### config.mk
export PLATFORM = sky130hd
export DESIGN_NAME = wheel_speed_tachometer
export DESIGN_NICKNAME = d
export VERILOG_FILES = /design/src/rtl/core/wst_pkg.sv /design/src/rtl/core/wheel_speed_tachometer.sv
export SDC_FILE = /design/constraint.sdc
export NUM_CORES = 1
export LEC_CHECK = 0
export BUFFER_PORTS_ARGS = -buffer_cell sky130_fd_sc_hd__clkbuf_2
export CAP_MARGIN = 15
export CORE_MARGIN = 2
export CORE_UTILIZATION = 47
export CTS_BUF_LIST = sky130_fd_sc_hd__clkbuf_16
export CTS_CLUSTER_SIZE = 10
export DETAILED_ROUTE_END_ITERATION = 7
export HOLD_SLACK_MARGIN = 0.15
export PLACE_DENSITY = 0.62
export RECOVER_POWER = 25
export SYNTH_ARGS = -nofsm -noshare
export SYNTH_HDL_FRONTEND = slang
export SYNTH_SLANG_ARGS = --single-unit
export TNS_END_PERCENT = 30
### constraint.sdc
create_clock -name clk -period 9.1 [get_ports clk]
set_input_delay 0.455 -clock clk [delete_from_list [all_inputs] [get_ports clk]]
set_output_delay 0.455 -clock clk [all_outputs]
set_load 0.01 [all_outputs]
### src/rtl/core/wst_pkg.sv
// ----------------------------------------------------------------------------
// wst_pkg
// types and constants of the wheel speed tachometer
// ----------------------------------------------------------------------------
`timescale 1ns / 1ps

package wst_pkg;

  // sequencer states
  typedef enum logic [1:0] {
    ST_IDLE,
    ST_DIV,
    ST_MUL,
    ST_FIN
  } wst_state_t;

  // configuration register indexes
  localparam logic [7:0] REG_ENABLE  = 8'd0;
  localparam logic [7:0] REG_LOCKOUT = 8'd1;
  localparam logic [7:0] REG_STOP    = 8'd2;
  localparam logic [7:0] REG_SCALE   = 8'd3;

  // field widths
  localparam int unsigned RPM_W     = 16;
  localparam int unsigned SPEED_W   = 24;
  localparam int unsigned LOCKOUT_W = 16;
  localparam int unsigned STOP_W    = 20;
  localparam int unsigned SCALE_W   = 16;
  localparam int unsigned IN_DATA_W  = 8;
  localparam int unsigned OUT_DATA_W = 48;
  localparam int unsigned CFG_IDX_W  = 8;
  localparam int unsigned CFG_DATA_W = 32;

  // reset values of the configuration registers
  localparam logic [LOCKOUT_W-1:0] LOCKOUT_RST = 16'd150;
  localparam logic [STOP_W-1:0]    STOP_RST    = 20'd2500;
  localparam logic [SCALE_W-1:0]   SCALE_RST   = 16'd8160;

  // rpm saturation limit
  localparam logic [31:0] RPM_LIMIT = 32'h0000_FFFF;

endpackage

### src/rtl/core/wheel_speed_tachometer.sv
// ----------------------------------------------------------------------------
// wheel_speed_tachometer
// pulse period tachometer: rpm and speed from millisecond ticks
// ----------------------------------------------------------------------------
// Usage: feed one word per millisecond tick on the in_ channel, in_tdata[0]
// set when a sensor pulse arrived during that tick. Each accepted word gives
// exactly one result word on the out_ channel: rpm, speed in 1/256 km/h,
// stopped flag and pulse accepted flag. Registers (enable, lockout, stop
// threshold, speed scale) are written on the cfg_ channel, always ready;
// write them only while no tick is in flight; the block does not enforce it.
// A tick that recomputes rpm runs the restoring divider one quotient bit
// per cycle in ST_DIV, then ST_MUL forms rpm and speed, and ST_FIN loads
// the output register; a new tick is taken only after that. A tick without
// recompute goes from accept straight to ST_FIN.
// in_tready is low while a tick is being worked on.
// Reset clears the count, rpm and speed, sets the stored interval to 150
// and loads the register defaults (disabled). When the receiver stalls the
// result holds in the output register; the next tick is still accepted and
// worked, and only waits to load its result until the register is free.
`timescale 1ns / 1ps

module wheel_speed_tachometer #(
  parameter int unsigned COUNT_BITS    = 20,
  parameter int unsigned RPM_NUMERATOR = 60000
) (
  input  logic                               clk,
  input  logic                               rst_n,
  // in_tdata: [0] pulse, [7:1] zero
  input  logic                               in_tvalid,
  output logic                               in_tready,
  input  logic [wst_pkg::IN_DATA_W-1:0]      in_tdata,
  // out_tdata: [15:0] rpm_out, [39:16] speed_q8, [40] stopped,
  // [41] pulse_accepted, [47:42] zero
  output logic                               out_tvalid,
  input  logic                               out_tready,
  output logic [wst_pkg::OUT_DATA_W-1:0]     out_tdata,
  // register write channel
  input  logic                               cfg_valid,
  output logic                               cfg_ready,
  input  logic [wst_pkg::CFG_IDX_W-1:0]      cfg_index,
  input  logic [wst_pkg::CFG_DATA_W-1:0]     cfg_data
);

  import wst_pkg::*;

  localparam int unsigned NUM_W  = $clog2(RPM_NUMERATOR + 1);
  localparam int unsigned STEP_W = $clog2(NUM_W);
  localparam int unsigned CMP_W  = (COUNT_BITS > STOP_W) ? COUNT_BITS : STOP_W;
  localparam logic [NUM_W-1:0]      NUM_VAL   = NUM_W'(RPM_NUMERATOR);
  localparam logic [COUNT_BITS-1:0] COUNT_MAX = {COUNT_BITS{1'b1}};
  localparam logic [COUNT_BITS-1:0] LAST_RST  = COUNT_BITS'(150);

  // configuration registers
  logic                 en_r;
  logic [LOCKOUT_W-1:0] lockout_r;
  logic [STOP_W-1:0]    stop_ticks_r;
  logic [SCALE_W-1:0]   scale_r;

  // sequencer and datapath registers
  wst_state_t              state_r, state_nxt;
  logic [COUNT_BITS-1:0]   cnt_r, cnt_nxt;
  logic [COUNT_BITS-1:0]   last_r, last_nxt;
  logic [COUNT_BITS-1:0]   div_r, div_nxt;
  logic [COUNT_BITS:0]     rem_r, rem_nxt;
  logic [NUM_W-1:0]        quo_r, quo_nxt;
  logic [STEP_W-1:0]       step_r, step_nxt;
  logic [RPM_W-1:0]        rpm_r, rpm_nxt;
  logic [SPEED_W-1:0]      speed_r, speed_nxt;
  logic                    stop_r, stop_nxt;
  logic                    acc_r, acc_nxt;
  logic                    out_valid_r, out_valid_nxt;
  logic [OUT_DATA_W-1:0]   out_data_r, out_data_nxt;

  // combinational helpers
  logic                    in_fire;
  logic                    pulse;
  logic [COUNT_BITS-1:0]   cnt_inc;
  logic [CMP_W-1:0]        cnt_inc_w;
  logic                    pass_lockout;
  logic                    decay;
  logic [COUNT_BITS:0]     rem_shift;
  logic                    rem_ge;
  logic [31:0]             quo_w;
  logic [RPM_W-1:0]        rpm_sat;
  logic [31:0]             prod;
  logic                    out_free;

  assign cfg_ready  = 1'b1;
  assign in_tready  = (state_r == ST_IDLE);
  assign out_tvalid = out_valid_r;
  assign out_tdata  = out_data_r;

  // register writes
  always_ff @(posedge clk) begin
    if (!rst_n) begin
      en_r         <= 1'b0;
      lockout_r    <= LOCKOUT_RST;
      stop_ticks_r <= STOP_RST;
      scale_r      <= SCALE_RST;
    end else if (cfg_valid && cfg_ready) begin
      unique case (cfg_index)
        REG_ENABLE:  en_r         <= cfg_data[0];
        REG_LOCKOUT: lockout_r    <= cfg_data[LOCKOUT_W-1:0];
        REG_STOP:    stop_ticks_r <= cfg_data[STOP_W-1:0];
        REG_SCALE:   scale_r      <= cfg_data[SCALE_W-1:0];
        default: ;
      endcase
    end
  end

  // tick front end: saturating count and the two recompute conditions
  assign in_fire      = in_tvalid && in_tready;
  assign pulse        = in_tdata[0];
  assign cnt_inc      = (cnt_r == COUNT_MAX) ? cnt_r : cnt_r + 1'b1;
  assign cnt_inc_w    = CMP_W'(cnt_inc);
  assign pass_lockout = pulse && (cnt_inc_w > CMP_W'(lockout_r));
  assign decay        = cnt_inc > last_r;

  // one restoring division step
  assign rem_shift = {rem_r[COUNT_BITS-1:0], quo_r[NUM_W-1]};
  assign rem_ge    = rem_shift >= {1'b0, div_r};

  // rpm saturation and speed product
  assign quo_w   = 32'(quo_r);
  assign rpm_sat = (quo_w > RPM_LIMIT) ? RPM_W'(RPM_LIMIT) : quo_w[RPM_W-1:0];
  assign prod    = 32'(rpm_sat) * 32'(scale_r);

  assign out_free = !out_valid_r || out_tready;

  // sequencer: next state and datapath
  always_comb begin
    state_nxt     = state_r;
    cnt_nxt       = cnt_r;
    last_nxt      = last_r;
    div_nxt       = div_r;
    rem_nxt       = rem_r;
    quo_nxt       = quo_r;
    step_nxt      = step_r;
    rpm_nxt       = rpm_r;
    speed_nxt     = speed_r;
    stop_nxt      = stop_r;
    acc_nxt       = acc_r;
    out_valid_nxt = out_valid_r;
    out_data_nxt  = out_data_r;

    // result word leaves
    if (out_valid_r && out_tready) begin
      out_valid_nxt = 1'b0;
    end

    unique case (state_r)
      ST_IDLE: begin
        if (in_fire) begin
          if (en_r) begin
            acc_nxt  = pass_lockout;
            cnt_nxt  = pass_lockout ? '0 : cnt_inc;
            last_nxt = pass_lockout ? cnt_inc : last_r;
            stop_nxt = !pass_lockout && (cnt_inc_w > CMP_W'(stop_ticks_r));
            div_nxt  = cnt_inc;
            rem_nxt  = '0;
            quo_nxt  = NUM_VAL;
            step_nxt = STEP_W'(NUM_W - 1);
            if ((decay || pass_lockout) && (cnt_inc != '0)) begin
              state_nxt = ST_DIV;
            end else begin
              state_nxt = ST_FIN;
            end
          end else begin
            acc_nxt   = 1'b0;
            stop_nxt  = CMP_W'(cnt_r) > CMP_W'(stop_ticks_r);
            state_nxt = ST_FIN;
          end
        end
      end
      ST_DIV: begin
        rem_nxt  = rem_ge ? (rem_shift - {1'b0, div_r}) : rem_shift;
        quo_nxt  = {quo_r[NUM_W-2:0], rem_ge};
        step_nxt = step_r - 1'b1;
        if (step_r == '0) begin
          state_nxt = ST_MUL;
        end
      end
      ST_MUL: begin
        rpm_nxt   = rpm_sat;
        speed_nxt = prod[31:8];
        state_nxt = ST_FIN;
      end
      ST_FIN: begin
        if (out_free) begin
          out_valid_nxt = 1'b1;
          out_data_nxt  = {6'b0, acc_r, stop_r, speed_r, rpm_r};
          state_nxt     = ST_IDLE;
        end
      end
      default: state_nxt = ST_IDLE;
    endcase
  end

  // state register
  always_ff @(posedge clk) begin
    if (!rst_n) begin
      state_r     <= ST_IDLE;
      cnt_r       <= '0;
      last_r      <= LAST_RST;
      rpm_r       <= '0;
      speed_r     <= '0;
      out_valid_r <= 1'b0;
    end else begin
      state_r     <= state_nxt;
      cnt_r       <= cnt_nxt;
      last_r      <= last_nxt;
      rpm_r       <= rpm_nxt;
      speed_r     <= speed_nxt;
      out_valid_r <= out_valid_nxt;
    end
  end

  // payload registers
  always_ff @(posedge clk) begin
    div_r      <= div_nxt;
    rem_r      <= rem_nxt;
    quo_r      <= quo_nxt;
    step_r     <= step_nxt;
    stop_r     <= stop_nxt;
    acc_r      <= acc_nxt;
    out_data_r <= out_data_nxt;
  end

endmodule

# Word level (Yosys, flattened, before mapping)
# Index checks and enable logic that the tools add are counted.
# Widths: inputs -> output; s select.
[classes]
addsub = 3
multipliers = 1
magnitude_cmp = 6
eq_ne = 11
mux = 23
reduce_logical = 24
[ops]
columns = ["op", "count"]
rows = [
  ["$mux 20", 5],
  ["$gt 20x20->1", 3],
  ["$mux 16", 3],
  ["$pmux 20 s2", 1],
  ["$mul 16x16->32", 1],
  ["$pmux 16 s2", 1],
  ["$ge 21x20->1", 1],
  ["$add 20x1->20 const B", 1],
  ["$eq 20x20->1 const B", 1],
  ["$gt 20x16->1", 1],
  ["$reduce_bool 20->1", 1],
  ["$sub 20x20->20", 1],
  ["$eq 8x2->1 const B", 2],
  ["$gt 16x16->1 const B", 1],
  ["$reduce_and 2->1", 6],
  ["$mux 2", 5],
  ["$reduce_and 3->1", 3],
  ["$eq 8x1->1 const B", 1],
  ["$logic_not 8->1", 1],
  ["$mux 4", 2],
  ["$pmux 2 s4", 1],
  ["$pmux 4 s2", 1],
  ["$logic_and 1x1->1", 5],
  ["$eq 2x2->1 const B", 2],
  ["other kinds (11)", 18],
]
[totals]
register_bits = 240
in_bits = 53
out_inout_bits = 51
wordCells = 85

# Longest topological paths before layout
# Gate-level depths: netlist of the first run.
[depth]
depth_word = 10
depth_mapped = 23
ltp_nobuf = 22

# Worst setup path before layout of the first run
# Ideal clock, no wire load.
[synth_path]
kind = "register to register"
from = "reg quo_r[8]"
to = "reg speed_r[22]"
setup_ns = 0.117
arrival_ns = 6.262
t_required_ns = 8.983
path_slack_ns = 2.721
stages_incl_launch_ff = 22
n_path_buf = 2
synth_period_minus_slack_ns = 6.379
path_cell_list = "edfxtp_1 clkbuf_1 clkbuf_1 nand2_1 fa_1 fa_1 fa_1 fa_1 inv_1 fa_1 inv_1 fa_1 inv_1 ha_1 and3_1 a221o_1 a31oi_1 o21bai_1 a31oi_1 o21bai_1 a211o_1 a32o_1"
[synth_via]
elab_chain_len = 3
[synth_rtl]
columns = ["element", "line_no", "source"]
rows = [
  ["from (decl)", "wheel_speed_tachometer.sv:65", "logic [NUM_W-1:0] quo_r, quo_nxt;"],
  ["from (signal assigned)", "wheel_speed_tachometer.sv:222", "quo_r <= quo_nxt;"],
  ["$gt 16x16->1", "wheel_speed_tachometer.sv:125", "assign rpm_sat = (quo_w > RPM_LIMIT) ? RPM_W'(RPM_LIMIT) : quo_w[RPM_W-1:0];"],
  ["$mux 16 (*)", "wheel_speed_tachometer.sv:125", ""],
  ["$mul 16x16->32 (*)", "wheel_speed_tachometer.sv:126", "assign prod = 32'(rpm_sat) * 32'(scale_r);"],
  ["to (signal assigned)", "wheel_speed_tachometer.sv:213", "speed_r <= speed_nxt;"],
  ["to (decl)", "wheel_speed_tachometer.sv:68", "logic [SPEED_W-1:0] speed_r, speed_nxt;"],
]
# Mark *: on every way between the ends. The rest lies on a longest branch, timed or not.
# A chain may end at the register's enable or synchronous reset.

# Final worst setup path of the first run
[layout_path]
from = "reg quo_r[5]"
to = "reg speed_r[22]"
# The elaborated chain is that of the path after synthesis.

==> results of run 1 <==
layout by cell type, fill, tap and decap left out, types with 7 or more instances in the layout:
cell type	netlist	layout
xor2_1	20	20
dlygate4sd3_1	0	10
a31oi_1	15	15
o21ai_1	13	12
fa_1	194	194
nand3_1	59	59
buf_4	7	16
o21a_1	8	8
nand4_1	22	22
nand2b_1	17	17
clkbuf_2	0	47
clkbuf_16	0	29
or3_1	11	11
a21o_1	38	38
a211oi_1	9	9
nor3_1	44	44
a21oi_1	114	114
o211ai_1	19	19
edfxtp_1	104	104
nand2_1	309	309
clkbuf_1	93	32
xnor2_1	27	27
mux2i_1	36	36
nor2b_1	16	15
dfxtp_1	136	136
conb_1	2	7
and2_1	124	120
inv_1	327	343
o21ai_0	36	35
and3_1	21	21
nor2_1	104	104
ha_1	203	203
per-layer routing:
| metal | global-route usage | part of all wire | wire (microns) | vias up |
|---|---|---|---|---|
| met1 | 0.2886 | 0.44 | 21180 | 7607 |
| met3 | 0.02774 | 0.044 | 2146 | 90 |
| met2 | 0.3846 | 0.49 | 24020 | 338 |
| li1 | - | - | - | 7331 |
| met4 | 0.07067 | 0.027 | 1315 | 2 |
| met5 | 0 | 0.00027 | 13 | - |
critical path, cell delays in order (launching register included):
cell	delay, ps
edfxtp_1	710
and2_1	330
fa_1	530
inv_1	50
fa_1	560
fa_1	440
fa_1	490
inv_1	50
fa_1	530
inv_1	50
fa_1	520
inv_1	40
ha_1	320
and3_1	170
a221o_1	350
a31oi_1	250
o21bai_1	200
a31oi_1	610
o21bai_1	280
a211o_1	340
a32o_1	250
kinds of logic (layout without fill, tap and decap cells):
group,count (synthesis),count (layout),share of synthesized area
other,2,7,0.0003713
AOI/OAI and AO/OA,304,304,0.09478
DFF,240,240,0.2890
buffers and inverters,434,485,0.08191
xor gates and xnor gates,47,47,0.02035
muxes,36,36,0.01782
adders and majority gates,397,397,0.3176
and+or+nand+nor,754,754,0.1781
layout make-up:
type / count / area (sq um) / area share
inverters: 330 / 1240 / 0.05653
repair buffers: 105 / 575.6 / 0.02624
clock buffers: 29 / 725.7 / 0.03308
clock inverters: 21 / 102.6 / 0.004677
flip-flops and latches: 240 / 5846 / 0.2665
multi-input cells: 1545 / 12760 / 0.5819
well taps: 546 / 683.2 / 0.03114
how the worst max path moves through the flow:
stage               slack, ps  cells past startpoint          end
floorplan                2720                     21  speed_r[22]
global placement         1960                     20  speed_r[22]
detailed placement       1900                     20  speed_r[22]
CTS                      1880                     20  speed_r[22]
global route             1540                     19  speed_r[22]
finish                   1890                     20  speed_r[22]
metrics by stage:
| stage | hold slack [ps] | instances | setup WS, ps | utilization |
|---|---|---|---|---|
| finish | 176.1 | 2816 | 1885 | 0.5126 |
| global route | 179.1 | 2816 | 1544 | 0.5126 |
| floorplan | 400.3 | 2219 | 2721 | - |
| CTS | 151.9 | 2816 | 1877 | 0.5137 |
| global placement | 414.8 | 2756 | 1959 | 0.4920 |
| detailed placement | 414.0 | 2756 | 1902 | 0.4920 |
sequential cells by signal (all words and copies together) (netlist names):
| register | cells |
|---|---|
| cnt_r | 20 |
| out_tdata | 42 |
| acc_r | 1 |
| stop_ticks_r | 20 |
| speed_r | 24 |
| quo_r | 16 |
| en_r | 1 |
| stop_r | 1 |
| out_tvalid | 1 |
| rem_r | 20 |
| div_r | 20 |
| last_r | 20 |
| step_r | 4 |
| rpm_r | 16 |
| scale_r | 16 |
| state_r | 2 |
| lockout_r | 16 |
==> metrics.cfg, run 1 <==
[sta]
setup_viol=0
slew_violations=37
clock.fmax_mhz=138.6
tightest_slew_ps=2393
period_share=0.7929
slew_headroom=-0.5956
hold_viol=0
fin_crit_ps=7215
fin_skew_ps=10.72
tns_ps=0
grt_setup_unrepaired=false

[final_layout]
antennaDiodeCount=0
nets=2701
n_fill_cell=3973
areaGrowthSynthToFinish_pct=8.463
drive_gt1_frac=0.04714
design_area_sq_um=21940

[clocking]
clk_latency_ps=580
htreeDepth=1
clk_pin_slew_worst_paths_ps=60
cts_root_buffer=clkbuf_16
postCtsHoldBufs=10
cts_sinks=240
cts_buffers=29
cts_resized=0
cts_tree=yes
post_cts_buffers=0
cts_buffer_depth=3

[worst_setup_path]
required_ps=9560
rr_worst_depth=20
startpoint_type=flop
crit_path_max_fanout=18
cp.arrival_ps=7680
r2r_slack_ps=1890
endpoint_kind=flop
critical_path_class=flop to flop
crit_start=quo_r[5]
r2r-end=speed_r[22]
r2r_start=quo_r[5]

[outcome]
violations=max-capacitance violations, max-slew violations
status=complete, but fails checks

[yosys]
syn_inst=2214
synth.distinct_cells=68
synth_most_common_cell=inv_1
synth_top_area_share=0.1920
avgSynthCellArea_sq_um=9.135
syn_area_sq_um=20220
async_reset_ff_frac=0
netlist_top_cells_area=fa_1 19%, edfxtp_1 15%, dfxtp_1 13%, ha_1 13%, inv_1 6.1%
synthTopCellsByCount=327 x inv_1, 309 x nand2_1, 203 x ha_1, 194 x fa_1, 136 x dfxtp_1
ys.flop_type=dfxtp_1
synth_seq_cells=240
synth_edf_count=104
yosys_warnings=0
synth_seq_area_share=0.2890
post-synth-top-area-cell=fa_1

[placed_design]
placed_area_sq_um=21060
gp_routability_congestion=0.8637
hpwl_mm=36.22
port_buffers=77

[floorplanning]
chipHeight_microns=211.4
initial_core_util=0.4726
rows=76
die_width_microns=211.4
coreArea_sq_um=42790
pin_count=104
die_area_sq_um=44710

[global_routing]
grt_pass1_vias=15340
grt_pass1_wl_mm=79.03
grt_util_all_layers=0.2218
grt_overflow=0
grt_max_degree=93
grt_antenna_before_repair=1

[route]
first_pass_iters=8
vias=15370
routedWlPerCell_microns=17.29
drt-total-wl_mm=48.68
viasPerCell=5.457
drc=0
ant_nets=0
drtIter0Drc=832

[hold_path]
min_from=cfg_data[1]
hp-class=input port to flop
hold_end=stop_ticks_r[1]
hold_path_depth=3

[job]
drv_cap=1

Power of run 1 is not shown: default switching activity piles up to over one toggle a cycle in this logic, so the estimate is an artifact.
==> inputs of run 2 (changes only) <==
Settings changed: ABC_AREA set to 1.
Clock period 9.1 ns to 7.3 ns, I/O delays scaled along.
==> metrics.cfg, run 2 <==
[yosys]
synth_seq_area_share=0.2784  ; -0.01064
synth_edf_count=104  ; unchanged
syn_inst=2637  ; +19%
avgSynthCellArea_sq_um=7.963  ; -13%
syn_area_sq_um=21000  ; +3.8%
ys.flop_type=dfxtp_1
post-synth-top-area-cell=fa_1
netlist_top_cells_area=fa_1 18%, edfxtp_1 15%, dfxtp_1 13%, ha_1 12%, nand2_1 10%
async_reset_ff_frac=0  ; unchanged
synthTopCellsByCount=584 x nand2_1, 573 x inv_1, 203 x ha_1, 194 x fa_1, 178 x a21oi_1
synth_seq_cells=240  ; unchanged
synth_most_common_cell=nand2_1
yosys_warnings=0  ; unchanged
synth.distinct_cells=44  ; -35%
synth_top_area_share=0.1850  ; -0.007072

[clocking]
cts_buffers=30  ; +3.4%
cts_root_buffer=clkbuf_16
htreeDepth=1  ; unchanged
post_cts_buffers=0  ; unchanged
clk_latency_ps=580  ; about the same
cts_sinks=240  ; unchanged
cts_tree=yes
cts_buffer_depth=3  ; unchanged
clk_pin_slew_worst_paths_ps=60  ; about the same

[placed_design]
placed_area_sq_um=21810  ; +3.6%
gp_routability_congestion=0.8983  ; +4.0%
port_buffers=77  ; unchanged
hpwl_mm=40.66  ; +12%

[sta]
tns_ps=0  ; unchanged
holdWs_ps=239.0  ; +62.90 ps
slew_headroom=-0.5463  ; +0.04928
tightest_slew_ps=2319  ; -73.91 ps
period_share=0.8548  ; +0.06190
slew_violations=83  ; +120%
grt_setup_unrepaired=false
hold_viol=0  ; unchanged
clock.fmax_mhz=160.3  ; +16%
setup_viol=0  ; unchanged
fin_skew_ps=38.42  ; +27.70 ps
fin_crit_ps=6240  ; -975.2 ps

[worst_setup_path]
cp.arrival_ps=6690  ; -990 ps
required_ps=7750  ; -1810 ps
cp_common_cell=inv_1
worst_path_max_delay_cell=edfxtp_1
critical_path_class=flop to flop
path_cells=nand2_1, fa_1, inv_1, ha_1, inv_1, fa_1, inv_1, fa_1, fa_1, inv_1, fa_1, inv_1, ha_1, a21oi_1, inv_1, a31oi_1, nand3_1, nand2_1, a21o_1, nand3_1, nand2_1, inv_1
r2r_start=quo_r[3]
crit_path_max_fanout=18  ; unchanged
endpoint_kind=flop
crit_start=quo_r[3]
startpoint_type=flop
max_stage_delay_ps=980  ; +270 ps

[final_layout]
largest_register_ffs=42  ; unchanged
drive_gt1_frac=0.04734  ; +0.0002007
design_area_sq_um=22910  ; +4.4%
areaGrowthSynthToFinish_pct=9.111
final_common_cell=inv_1
multi_input_area_sq_um=12520  ; -1.9%
n_fill_cell=4270  ; +7.5%
nets=3131  ; +16%
most-common-layout-cells=589 x inv_1, 584 x nand2_1, 202 x ha_1
register_area_sq_um=5846  ; unchanged
antennaDiodeCount=0  ; unchanged

[global_routing]
grt_pass1_vias=17490  ; +14%
grt_antenna_before_repair=0  ; -1
grt_util_all_layers=0.2308  ; +0.009006
grt_overflow=0  ; unchanged
grt_max_degree=76  ; -18%
grt_pass1_wl_mm=86.88  ; +9.9%

[route]
drtIter0Drc=1009  ; +21%
drc=0  ; unchanged
first_pass_iters=5  ; -3
ant_nets=0  ; unchanged
routedWlPerCell_microns=15.71  ; -9.1%
viasPerCell=5.085  ; -6.8%
drt-total-wl_mm=51.79  ; +6.4%
vias=16760  ; +9.1%

[floorplanning]
coreArea_sq_um=44120  ; +3.1%
die_area_sq_um=46380  ; +3.7%
pin_count=104  ; unchanged
die_width_microns=215.4  ; +1.9%
chipHeight_microns=215.4  ; +1.9%
initial_core_util=0.4759  ; +0.003238
rows=77  ; +1.3%

[hold_path]
min_from=in_tdata[0]
hp-class=input port to flop

[outcome]
violations=max-capacitance violations, max-slew violations
status=complete, but fails checks

[job]
drv_cap=2  ; +1

==> run 2: cell types whose count changed after synthesis, sizes merged, moves of 21 or more <==
cell,before,now
a21o,38,9
a21oi,114,185
and2,124,0
and3,21,0
inv,327,574
mux2i,36,0
nand2,309,590
nor2,104,175
nor3,45,16
o21ai,50,121
==> run 2: path summary, 6_finish.rpt <==
check / to / slack (ps) / cells past startpoint
worst max-delay path: speed_r[11] / 1060 / 22
worst min-delay path: acc_r / 240 / 3
worst max register to register: speed_r[11] / 1060 / 22
worst min register to register: out_tdata[14] / 430 / 0
==> run 2: what timing repair did <==
item,4_1_cts,5_1_grt
endpoints found under the hold margin,52,0
resized for setup,0,0
hold buffers,25,0
==> run 2: kinds of logic after synthesis <==
logic type,count (synthesis),synth area share
AND/OR/NAND/NOR,885,0.1710
other,2,0.0003577
flip-flops,240,0.2784
AO/OA/AOI/OAI,376,0.09891
XOR/XNOR,44,0.01835
adder cells (fa/ha/maj),397,0.3059
buffers and inverters,693,0.1271
==> run 2: area by class of cell <==
| cell class | instances | area share |
|---|---|---|
| inverter | 576 | 0.09437 |
| sequential | 240 | 0.2551 |
| timing repair buffer | 124 | 0.03397 |
| clock buffer | 30 | 0.03277 |
| multi-input combinational | 1709 | 0.5463 |
| tap | 592 | 0.03233 |
| clock inverter | 25 | 0.005134 |
==> run 2: metrics by stage <==
| step | utilization | std cells | setup slack (ps) |
|---|---|---|---|
| 6_report | 0.5192 | 3296 | 1060 |
| 5_1_grt | 0.5192 | 3296 | 634.6 |
| 4_1_cts | 0.5197 | 3294 | 981.3 |
| 3_5_place_dp | 0.4943 | 3214 | 1009 |
| 3_3_place_gp | 0.4943 | 3214 | 988.6 |
| 2_1_floorplan | - | 2642 | 1662 |
==> run 2: routing by layer <==
metal  GRT usage  vias up  part of all wire
li1            -     8268                 -
met1      0.2893     7991              0.44
met2      0.4140      388              0.49
met3     0.02123      113             0.034
met4     0.08345        0             0.039
met5           0        -                 0
==> run 2: worst max-delay path, delay by kind of cell, from the launching register on <==
family	cells	cell delay [ps]
adder cells (fa/ha/maj)	7	3290
buffers and inverters	7	350
AND/OR/NAND/NOR	5	900
flip-flops	1	980
AO/OA/AOI/OAI	3	590
Power of run 2 is left out for the same reason.
